==> src/rtl/arp_pkg.sv <==
// Package for the address resolution cache table: field widths, operation
// codes, table entry and result types shared by the RAM user and the top level.
// No dependencies.
package arp_pkg;

    localparam int ENTRIES_DEF = 16;
    localparam int DEVICES     = 4;

    localparam int OP_W    = 3;
    localparam int IP_W    = 32;
    localparam int MAC_W   = 48;
    localparam int DEV_W   = 2;
    localparam int FLAGS_W = 8;
    localparam int SLOT_W  = 4;

    localparam int S_DATA_W = 96;
    localparam int M_DATA_W = 72;

    localparam logic [OP_W-1:0] OP_LOOKUP    = 3'd0;
    localparam logic [OP_W-1:0] OP_ADD       = 3'd1;
    localparam logic [OP_W-1:0] OP_REMOVE    = 3'd2;
    localparam logic [OP_W-1:0] OP_UPDATE    = 3'd3;
    localparam logic [OP_W-1:0] OP_FLUSH     = 3'd4;
    localparam logic [OP_W-1:0] OP_FLUSH_DEV = 3'd5;

    typedef struct packed {
        logic [FLAGS_W-1:0] flags;
        logic [DEV_W-1:0]   dev;
        logic [MAC_W-1:0]   mac;
        logic [IP_W-1:0]    ip;
    } entry_t;

    localparam int ENTRY_W = $bits(entry_t);

    typedef struct packed {
        logic [SLOT_W-1:0]  slot;
        logic [FLAGS_W-1:0] found_flags;
        logic [DEV_W-1:0]   found_device;
        logic [MAC_W-1:0]   found_mac;
        logic               request_needed;
        logic               hit;
        logic               success;
    } result_t;

endpackage

==> src/rtl/arp_ram.sv <==
// Generic single-write, single-read RAM with registered read data.
// No dependencies.
module arp_ram #(
    parameter int WIDTH = 8,
    parameter int DEPTH = 16
) (
    input  logic                     aclk,
    input  logic                     wr_en,
    input  logic [$clog2(DEPTH)-1:0] wr_addr,
    input  logic [WIDTH-1:0]         wr_data,
    input  logic [$clog2(DEPTH)-1:0] rd_addr,
    output logic [WIDTH-1:0]         rd_data
);

    logic [WIDTH-1:0] mem [DEPTH];
    logic [WIDTH-1:0] rd_data_reg;

    always_ff @(posedge aclk) begin
        if (wr_en) begin
            mem[wr_addr] <= wr_data;
        end
        rd_data_reg <= mem[rd_addr];
    end

    assign rd_data = rd_data_reg;

endmodule

==> src/rtl/arp_cache_table_top.sv <==
// Top level of the address resolution cache table: input capture, scan
// sequencer, valid bits and result register. Uses arp_pkg and arp_ram.
//
//  Channel  Direction  Handshake                 Payload
//  s_       in         s_tvalid / s_tready       op, ip_address, mac_address,
//                                                device_id, flags
//  m_       out        m_tvalid / m_tready       success, hit, request_needed,
//                                                found_mac, found_device,
//                                                found_flags, slot
//  cfg_     in         cfg_wr_en (no wait)       permanent_mask
//
// Steps: an operation is captured, then the scan reads up to ENTRIES entries,
// then the result is loaded into the result register once it has drained. The scan
// steps one table entry per cycle through the single read port of the entry
// RAM; lookup, remove and a matched update stop at the first hit, add at the first free slot.
// Unknown op codes, and bad device ids on ops other than lookup and flush, skip the scan.
// Reset clears every valid bit at once; no clearing pass over the RAM.
// The result register holds while m_tready is low; the next transfer on s_ is
// taken as soon as the scan is idle, even with a result still pending.
module arp_cache_table_top
    import arp_pkg::*;
#(
    parameter int ENTRIES = ENTRIES_DEF
) (
    input  logic                aclk,
    input  logic                aresetn,
    // config
    input  logic                cfg_wr_en,
    input  logic [FLAGS_W-1:0]  cfg_wr_data,     // permanent_mask
    // input stream
    input  logic                s_tvalid,
    output logic                s_tready,
    // [2:0] op, [34:3] ip_address, [82:35] mac_address,
    // [84:83] device_id, [92:85] flags, [95:93] zero
    input  logic [S_DATA_W-1:0] s_tdata,
    // result stream
    output logic                m_tvalid,
    input  logic                m_tready,
    // [0] success, [1] hit, [2] request_needed, [50:3] found_mac,
    // [52:51] found_device, [60:53] found_flags, [64:61] slot, [71:65] zero
    output logic [M_DATA_W-1:0] m_tdata
);

    localparam int IDX_W = $clog2(ENTRIES);
    localparam logic [IDX_W-1:0] IDX_LAST = IDX_W'(ENTRIES - 1);

    localparam logic [1:0] ST_IDLE = 2'd0;
    localparam logic [1:0] ST_SCAN = 2'd1;
    localparam logic [1:0] ST_FIN  = 2'd2;

    // unpack the input transfer
    logic [OP_W-1:0]    s_op;
    logic [IP_W-1:0]    s_ip;
    logic [MAC_W-1:0]   s_mac;
    logic [DEV_W-1:0]   s_dev;
    logic [FLAGS_W-1:0] s_flags;

    assign s_op    = s_tdata[2:0];
    assign s_ip    = s_tdata[34:3];
    assign s_mac   = s_tdata[82:35];
    assign s_dev   = s_tdata[84:83];
    assign s_flags = s_tdata[92:85];

    logic [1:0]         state_reg, state_next;
    logic [IDX_W-1:0]   idx_reg, idx_next;
    logic [ENTRIES-1:0] valid_reg, valid_next;
    logic [FLAGS_W-1:0] mask_reg;
    logic               free_found_reg, free_found_next;
    logic [IDX_W-1:0]   free_slot_reg, free_slot_next;
    result_t            res_reg, res_next;
    logic               m_tvalid_reg;
    logic [M_DATA_W-1:0] m_tdata_reg;

    logic [OP_W-1:0]    op_reg, op_next;
    logic [IP_W-1:0]    ip_reg, ip_next;
    logic [MAC_W-1:0]   mac_reg, mac_next;
    logic [DEV_W-1:0]   dev_reg, dev_next;
    logic [FLAGS_W-1:0] flags_reg, flags_next;

    // entry RAM ports
    logic               wr_en;
    logic [IDX_W-1:0]   wr_addr;
    entry_t             wr_data;
    logic [ENTRY_W-1:0] rd_data;

    arp_ram #(
        .WIDTH (ENTRY_W),
        .DEPTH (ENTRIES)
    ) u_entry_ram (
        .aclk    (aclk),
        .wr_en   (wr_en),
        .wr_addr (wr_addr),
        .wr_data (wr_data),
        .rd_addr (idx_next),
        .rd_data (rd_data)
    );

    logic   accept;
    logic   dev_ok;
    logic   op_known;
    logic   cur_valid;
    entry_t cur;
    logic   ip_hit;
    logic   last;

    assign s_tready = (state_reg == ST_IDLE);
    assign accept   = s_tvalid && s_tready;
    assign dev_ok   = 32'(s_dev) < 32'(DEVICES);
    assign op_known = (s_op == OP_LOOKUP) || (s_op == OP_ADD) || (s_op == OP_REMOVE) ||
                      (s_op == OP_UPDATE) || (s_op == OP_FLUSH) ||
                      (s_op == OP_FLUSH_DEV);

    // an invalid entry reads as all zero
    assign cur_valid = valid_reg[idx_reg];
    assign cur       = cur_valid ? entry_t'(rd_data) : '0;
    assign ip_hit    = cur_valid && (cur.ip == ip_reg);
    assign last      = (idx_reg == IDX_LAST);

    always_comb begin
        state_next      = state_reg;
        idx_next        = idx_reg;
        valid_next      = valid_reg;
        free_found_next = free_found_reg;
        free_slot_next  = free_slot_reg;
        res_next        = res_reg;
        op_next         = op_reg;
        ip_next         = ip_reg;
        mac_next        = mac_reg;
        dev_next        = dev_reg;
        flags_next      = flags_reg;
        wr_en           = 1'b0;
        wr_addr         = idx_reg;
        wr_data         = '0;

        unique case (state_reg)
            ST_IDLE: begin
                if (accept) begin
                    op_next         = s_op;
                    ip_next         = s_ip;
                    mac_next        = s_mac;
                    dev_next        = s_dev;
                    flags_next      = s_flags;
                    idx_next        = '0;
                    free_found_next = 1'b0;
                    free_slot_next  = '0;
                    res_next        = '0;
                    // lookup and flush ignore the device id
                    if (!op_known) begin
                        state_next = ST_FIN;
                    end else if (!dev_ok && s_op != OP_LOOKUP && s_op != OP_FLUSH) begin
                        state_next = ST_FIN;
                    end else begin
                        state_next = ST_SCAN;
                    end
                end
            end

            ST_SCAN: begin
                state_next = last ? ST_FIN : ST_SCAN;
                idx_next   = last ? idx_reg : IDX_W'(idx_reg + 1'b1);

                unique case (op_reg)
                    OP_LOOKUP: begin
                        if (ip_hit) begin
                            res_next.success      = 1'b1;
                            res_next.hit          = 1'b1;
                            res_next.found_mac    = cur.mac;
                            res_next.found_device = cur.dev;
                            res_next.found_flags  = cur.flags;
                            res_next.slot         = SLOT_W'(idx_reg);
                            state_next            = ST_FIN;
                            idx_next              = idx_reg;
                        end else if (last) begin
                            res_next.request_needed = 1'b1;
                        end
                    end
                    OP_ADD: begin
                        if (!cur_valid) begin
                            wr_en               = 1'b1;
                            wr_data             = '{flags: flags_reg, dev: dev_reg,
                                                    mac: mac_reg, ip: ip_reg};
                            valid_next[idx_reg] = 1'b1;
                            res_next.success    = 1'b1;
                            res_next.slot       = SLOT_W'(idx_reg);
                            state_next          = ST_FIN;
                            idx_next            = idx_reg;
                        end
                    end
                    OP_REMOVE: begin
                        if (ip_hit && cur.dev == dev_reg) begin
                            valid_next[idx_reg] = 1'b0;
                            res_next.success    = 1'b1;
                            res_next.hit        = 1'b1;
                            res_next.slot       = SLOT_W'(idx_reg);
                            state_next          = ST_FIN;
                            idx_next            = idx_reg;
                        end
                    end
                    OP_UPDATE: begin
                        if (ip_hit) begin
                            // keep the stored flags
                            wr_en            = 1'b1;
                            wr_data          = '{flags: cur.flags, dev: dev_reg,
                                                 mac: mac_reg, ip: cur.ip};
                            res_next.success = 1'b1;
                            res_next.hit     = 1'b1;
                            res_next.slot    = SLOT_W'(idx_reg);
                            state_next       = ST_FIN;
                            idx_next         = idx_reg;
                        end else begin
                            if (!cur_valid && !free_found_reg) begin
                                free_found_next = 1'b1;
                                free_slot_next  = idx_reg;
                            end
                            // no match anywhere: insert into the first free slot
                            if (last && free_found_next) begin
                                wr_en                      = 1'b1;
                                wr_addr                    = free_slot_next;
                                wr_data                    = '{flags: '0, dev: dev_reg,
                                                               mac: mac_reg, ip: ip_reg};
                                valid_next[free_slot_next] = 1'b1;
                                res_next.success           = 1'b1;
                                res_next.slot              = SLOT_W'(free_slot_next);
                            end
                        end
                    end
                    OP_FLUSH: begin
                        if ((cur.flags & mask_reg) == '0) begin
                            valid_next[idx_reg] = 1'b0;
                        end
                        if (last) begin
                            res_next.success = 1'b1;
                        end
                    end
                    OP_FLUSH_DEV: begin
                        if (cur_valid && cur.dev == dev_reg) begin
                            valid_next[idx_reg] = 1'b0;
                        end
                        if (last) begin
                            res_next.success = 1'b1;
                        end
                    end
                    default: begin
                        state_next = ST_FIN;
                    end
                endcase
            end

            ST_FIN: begin
                // wait for the result register to drain
                if (!m_tvalid_reg || m_tready) begin
                    state_next = ST_IDLE;
                end
            end

            default: begin
                state_next = ST_IDLE;
            end
        endcase
    end

    // control state
    always_ff @(posedge aclk) begin
        if (!aresetn) begin
            state_reg    <= ST_IDLE;
            valid_reg    <= '0;
            mask_reg     <= FLAGS_W'(1);
            m_tvalid_reg <= 1'b0;
        end else begin
            state_reg <= state_next;
            valid_reg <= valid_next;
            if (cfg_wr_en) begin
                mask_reg <= cfg_wr_data;
            end
            if (state_reg == ST_FIN && (!m_tvalid_reg || m_tready)) begin
                m_tvalid_reg <= 1'b1;
            end else if (m_tready) begin
                m_tvalid_reg <= 1'b0;
            end
        end
    end

    // payload and scan registers
    always_ff @(posedge aclk) begin
        idx_reg        <= idx_next;
        free_found_reg <= free_found_next;
        free_slot_reg  <= free_slot_next;
        res_reg        <= res_next;
        op_reg         <= op_next;
        ip_reg         <= ip_next;
        mac_reg        <= mac_next;
        dev_reg        <= dev_next;
        flags_reg      <= flags_next;
        if (state_reg == ST_FIN && (!m_tvalid_reg || m_tready)) begin
            m_tdata_reg <= M_DATA_W'(res_reg);
        end
    end

    assign m_tvalid = m_tvalid_reg;
    assign m_tdata  = m_tdata_reg;

endmodule
==> config.mk <==
export PLATFORM = sky130hd
export DESIGN_NAME = arp_cache_table_top
export DESIGN_NICKNAME = d
export VERILOG_FILES = /design/src/rtl/arp_pkg.sv /design/src/rtl/arp_ram.sv /design/src/rtl/arp_cache_table_top.sv
export SDC_FILE = /design/constraint.sdc
export NUM_CORES = 2
export LEC_CHECK = 0
export BUFFER_PORTS_ARGS = -buffer_cell sky130_fd_sc_hd__buf_2
export CORE_MARGIN = 1.5
export CORE_UTILIZATION = 45
export CTS_BUF_LIST = sky130_fd_sc_hd__clkbuf_4
export DETAILED_ROUTE_END_ITERATION = 6
export PLACE_DENSITY = 0.62
export REMOVE_ABC_BUFFERS = 1
export SYNTH_ARGS = -nofsm -noshare
export SYNTH_HDL_FRONTEND = slang
export SYNTH_SLANG_ARGS = --single-unit
==> constraint.sdc <==
create_clock -name aclk -period 7.82 [get_ports aclk]
set_input_delay 1.173 -clock aclk [delete_from_list [all_inputs] [get_ports aclk]]
set_output_delay 1.173 -clock aclk [all_outputs]
set_load 0.005 [all_outputs]
==> run metrics <==
largest family of logic cells by synthesized area compound AO/OA/AOI/OAI gates; total track usage 22.49%; 1st-pass router iterations 5; Syn Area/Cell 16.14 sq um; Slew Viols, Final 0; Iteration-0 DRC Markers ~3,900; CP max stage delay about 0.77 ns; Pwr Density 270.7 nW/um^2; drt total wl ~180 mm; multi-input logic area 16,820 sq um; YS warnings 0; first-pass GRT wire length 267.3 mm; Hold WS 0.1471 ns; fmax 146.2 MHz; Synth async-reset ratio 0%; I/O Buffers 172; min cycle time layout 6.838 ns; post-synthesis xor/xnor area fraction less than 1%; leakage a little under 30 nW; Synth Area in Adders 0.07086%; Post-Synth Simple-Gate Area 7.292%; grt total ovfl 0; Worst-path clk slew 0.08 ns; CP Data Arrival Time 7.76 ns; worst path required time 8.74 ns; clock network latency to the later pin of the worst-skew pair 1.33 ns; DR DRC count 0; largest net degree at the start of global routing 76; Syn Std Cell Area between 70,000 and 80,000 sq um; Reg2Reg Depth 15; num rows 145; flop2flop setup slack 0.98 ns; TritonCTS clock tree built; Worst Tran Pin Value 0.9963 ns; vias in the first global route 42,000; routability cong. 0.8403; sequential cell area fraction in the yosys report 74.35%; Critical R2R Capture u_entry_ram.mem[3][74]$_DFFE_PP_; crit path cell chain buf_4, mux2_1, a32o_1, o21bai_4, and2_1, a21oi_1, o2111ai_1, nand4bb_1, buf_4, nand2_1, nor3_1, and2_1, a22oi_1, nor2_4, buf_12; crit end category flop; Post-synth top flop edfxtp_1; setup violators final 0; Overall Power 22.34 mW; antenna violations before repair 11; Worst Hold Class primary input to flop; Max-Cap Viols 0; placed cell area 75,700 sq um; Area Overhead vs Synth 16.86%; Avg WL per Cell 24.33 um; Final Instance Count excl. Fillers 7,393; layout cell share with drive strength beyond 1 21.89%; Final WS setup 0.9823 ns; accumulated negative setup slack 0 ns; Die Area 159,300 sq um; reg-to-reg critical path startpoint idx_reg[1]$_DFF_P_; Post-Place Cells roughly 6,500; Synth Area in Compound Gates 10.46%; maximum net fanout on the critical path 20; Fillers 12,770; Final Util 52.90%; Worst Skew 0.1257 ns; max FFs per register 1,440; CP top delay family simple AND/OR/NAND/NOR gates; fin area 82,530 sq um; Hold Buf Count CTS slightly below 90; I/O pin count 183; Antenna Nets Post-Route 0; relative slew slack 33.33%; Place WS 1.220 ns; unrepaired setup endpoints after global routing no; clk buf depth 4; register area 52,510 sq um; Yosys reg bits 1,789; cell chosen for the clock root clkbuf_4; Clock Sinks 1,789; worst hold endpoint flags_reg[6]$_DFFE_PP_; CP Class flop to flop; Vias 42,470; status finished, final reports clean; core area about 160,000 sq um; count of flip-flops with a built-in enable after synthesis around 1,700; die width around 400 um; hold path cells 1; post-DP HPWL 97.39 mm; Starting Density 45.27%; CTS H-tree lvls 5; Hold Crit Start s_tdata[91]; multiplexer share of the synthesized area around 5.5%; Final Hold Violating Endpoints 0; final-stage net count 5,083; WP buf/inv 3; via density per instance 5.745; Peak VDD IR 0.1314 mV; cts bufs inserted 470; Startpoint Class flop; Syn Inst Count 4,376; Post CTS Setup Buffer Count 0; die height 399.2 um; CTS resizes 0; Final period util 87.44%; Worst path slowest cell o2111ai_1; number of distinct library cells after synthesis 70
## final cells by class
| type | count | area share, % |
|---|---|---|
| Sequential cell | 1789 | 63.62 |
| Multi-Input combinational cell | 2233 | 20.38 |
| Timing Repair Buffer | 463 | 5.597 |
| Tap cell | 2058 | 3.120 |
| Inverter | 13 | 0.07731 |
| Clock buffer | 722 | 6.567 |
| Antenna cell | 8 | 0.02426 |
| Clock inverter | 107 | 0.6109 |
## power breakdown
part,internal (mW),total (mW),leakage (nW),switching (mW)
combinational,1.31,3.42,8.82,2.11
clock,4.27,7.95,3.58,3.68
sequential,10.7,11.0,16.5,0.253
total,16.3,22.3,28.9,6.04
## layout by cell type (no fill, tap or decap), types with 6 or more instances in the layout
| cell type | instances |
|---|---|
| a211oi_1 | 362 |
| nor2_4 | 14 |
| nand3_1 | 42 |
| nor2_1 | 102 |
| mux2i_1 | 380 |
| clkbuf_4 | 722 |
| nand2b_1 | 10 |
| a2111oi_0 | 362 |
| nand2_1 | 59 |
| a22oi_1 | 55 |
| or4_1 | 90 |
| a21boi_0 | 18 |
| nor4_1 | 7 |
| a31oi_1 | 12 |
| xor2_1 | 6 |
| o21ai_0 | 45 |
| xnor2_1 | 9 |
| dlygate4sd3_1 | 89 |
| edfxtp_1 | 1668 |
| and2_1 | 58 |
| buf_2 | 172 |
| inv_1 | 9 |
| nor3_1 | 13 |
| clkinv_1 | 81 |
| buf_12 | 108 |
| and3_1 | 63 |
| clkinv_2 | 13 |
| nor2b_1 | 391 |
| buf_4 | 94 |
| nand3b_1 | 6 |
| diode_2 | 8 |
| inv_2 | 9 |
| dfxtp_1 | 121 |
| a21oi_1 | 36 |
| conb_1 | 7 |
## synth_stat cells (all sizes together), types with 3 or more instances
| cell | count | area (sq um) |
|---|---|---|
| or4 | 90 | 675.7 |
| and2 | 58 | 362.9 |
| nor2b | 391 | 2446 |
| nand2 | 61 | 229.0 |
| nand2b | 10 | 62.56 |
| o22ai | 3 | 18.77 |
| clkbuf | 253 | 949.7 |
| o31ai | 4 | 30.03 |
| a21oi | 40 | 200.2 |
| nand3 | 43 | 227.7 |
| o311ai | 3 | 26.28 |
| nor2 | 116 | 435.4 |
| nor4 | 9 | 71.32 |
| ha | 4 | 50.05 |
| edfxtp | 1668 | 50090 |
| a211oi | 363 | 2738 |
| or2 | 5 | 31.28 |
| mux2i | 381 | 3814 |
| a2111o | 4 | 45.04 |
| a22oi | 55 | 412.9 |
| nand3b | 6 | 45.04 |
| dfxtp | 121 | 2422 |
| a2111oi | 362 | 3171 |
| inv | 12 | 45.04 |
| buf | 94 | 526.8 |
| o21ai | 50 | 250.2 |
| a31oi | 13 | 87.58 |
| and3 | 64 | 400.4 |
| xor2 | 6 | 52.55 |
| or3 | 3 | 18.77 |
| nor3 | 14 | 70.07 |
| o2111ai | 5 | 43.79 |
| a21boi | 19 | 142.6 |
| xnor2 | 9 | 78.83 |
| a21o | 4 | 30.03 |
## how the worst max path moves through the flow
stage,from,endpoint,slack (ns),cells after the start
floorplan,idx_reg[3]$_DFF_P_,u_entry_ram.rd_data[0]$_DFF_P_,-51.84,11
global placement,idx_reg[3]$_DFF_P_,u_entry_ram.rd_data[35]$_DFF_P_,1.20,15
detailed placement,idx_reg[1]$_DFF_P_,u_entry_ram.mem[3][74]$_DFFE_PP_,1.22,15
CTS,idx_reg[1]$_DFF_P_,u_entry_ram.mem[3][74]$_DFFE_PP_,1.13,15
global route,idx_reg[1]$_DFF_P_,u_entry_ram.mem[7][66]$_DFFE_PP_,0.87,15
finish,idx_reg[1]$_DFF_P_,u_entry_ram.mem[3][74]$_DFFE_PP_,0.98,15
## per-layer routing
layer / share of wire (%) / vias up / global-route usage (%)
li1: - / 19190 / -
met1: 45 / 21270 / 32.43
met2: 46 / 1697 / 34.57
met3: 6.8 / 311 / 3.767
met4: 2.2 / 4 / 7.819
met5: 0.013 / - / 0
## worst register-to-register path, cell delays in order, from the launching register on
cell,delay [ns]
dfxtp_1,0.64
buf_4,0.28
mux2_1,0.33
a32o_1,0.30
o21bai_4,0.56
and2_1,0.76
a21oi_1,0.10
o2111ai_1,0.77
nand4bb_1,0.24
buf_4,0.26
nand2_1,0.13
nor3_1,0.67
and2_1,0.30
a22oi_1,0.13
nor2_4,0.63
buf_12,0.32
## cell families (layout without fill, tap and decap cells)
family          after synthesis  in the layout
fa+ha+maj                     4              4
compound gates              944            944
flops                      1789           1789
simple gates                879            879
buf+inv                     360           1305
other cells                   1             15
xor+xnor                     15             15
mux                         384            384
Note: power is estimated with default switching activity, not from simulation.
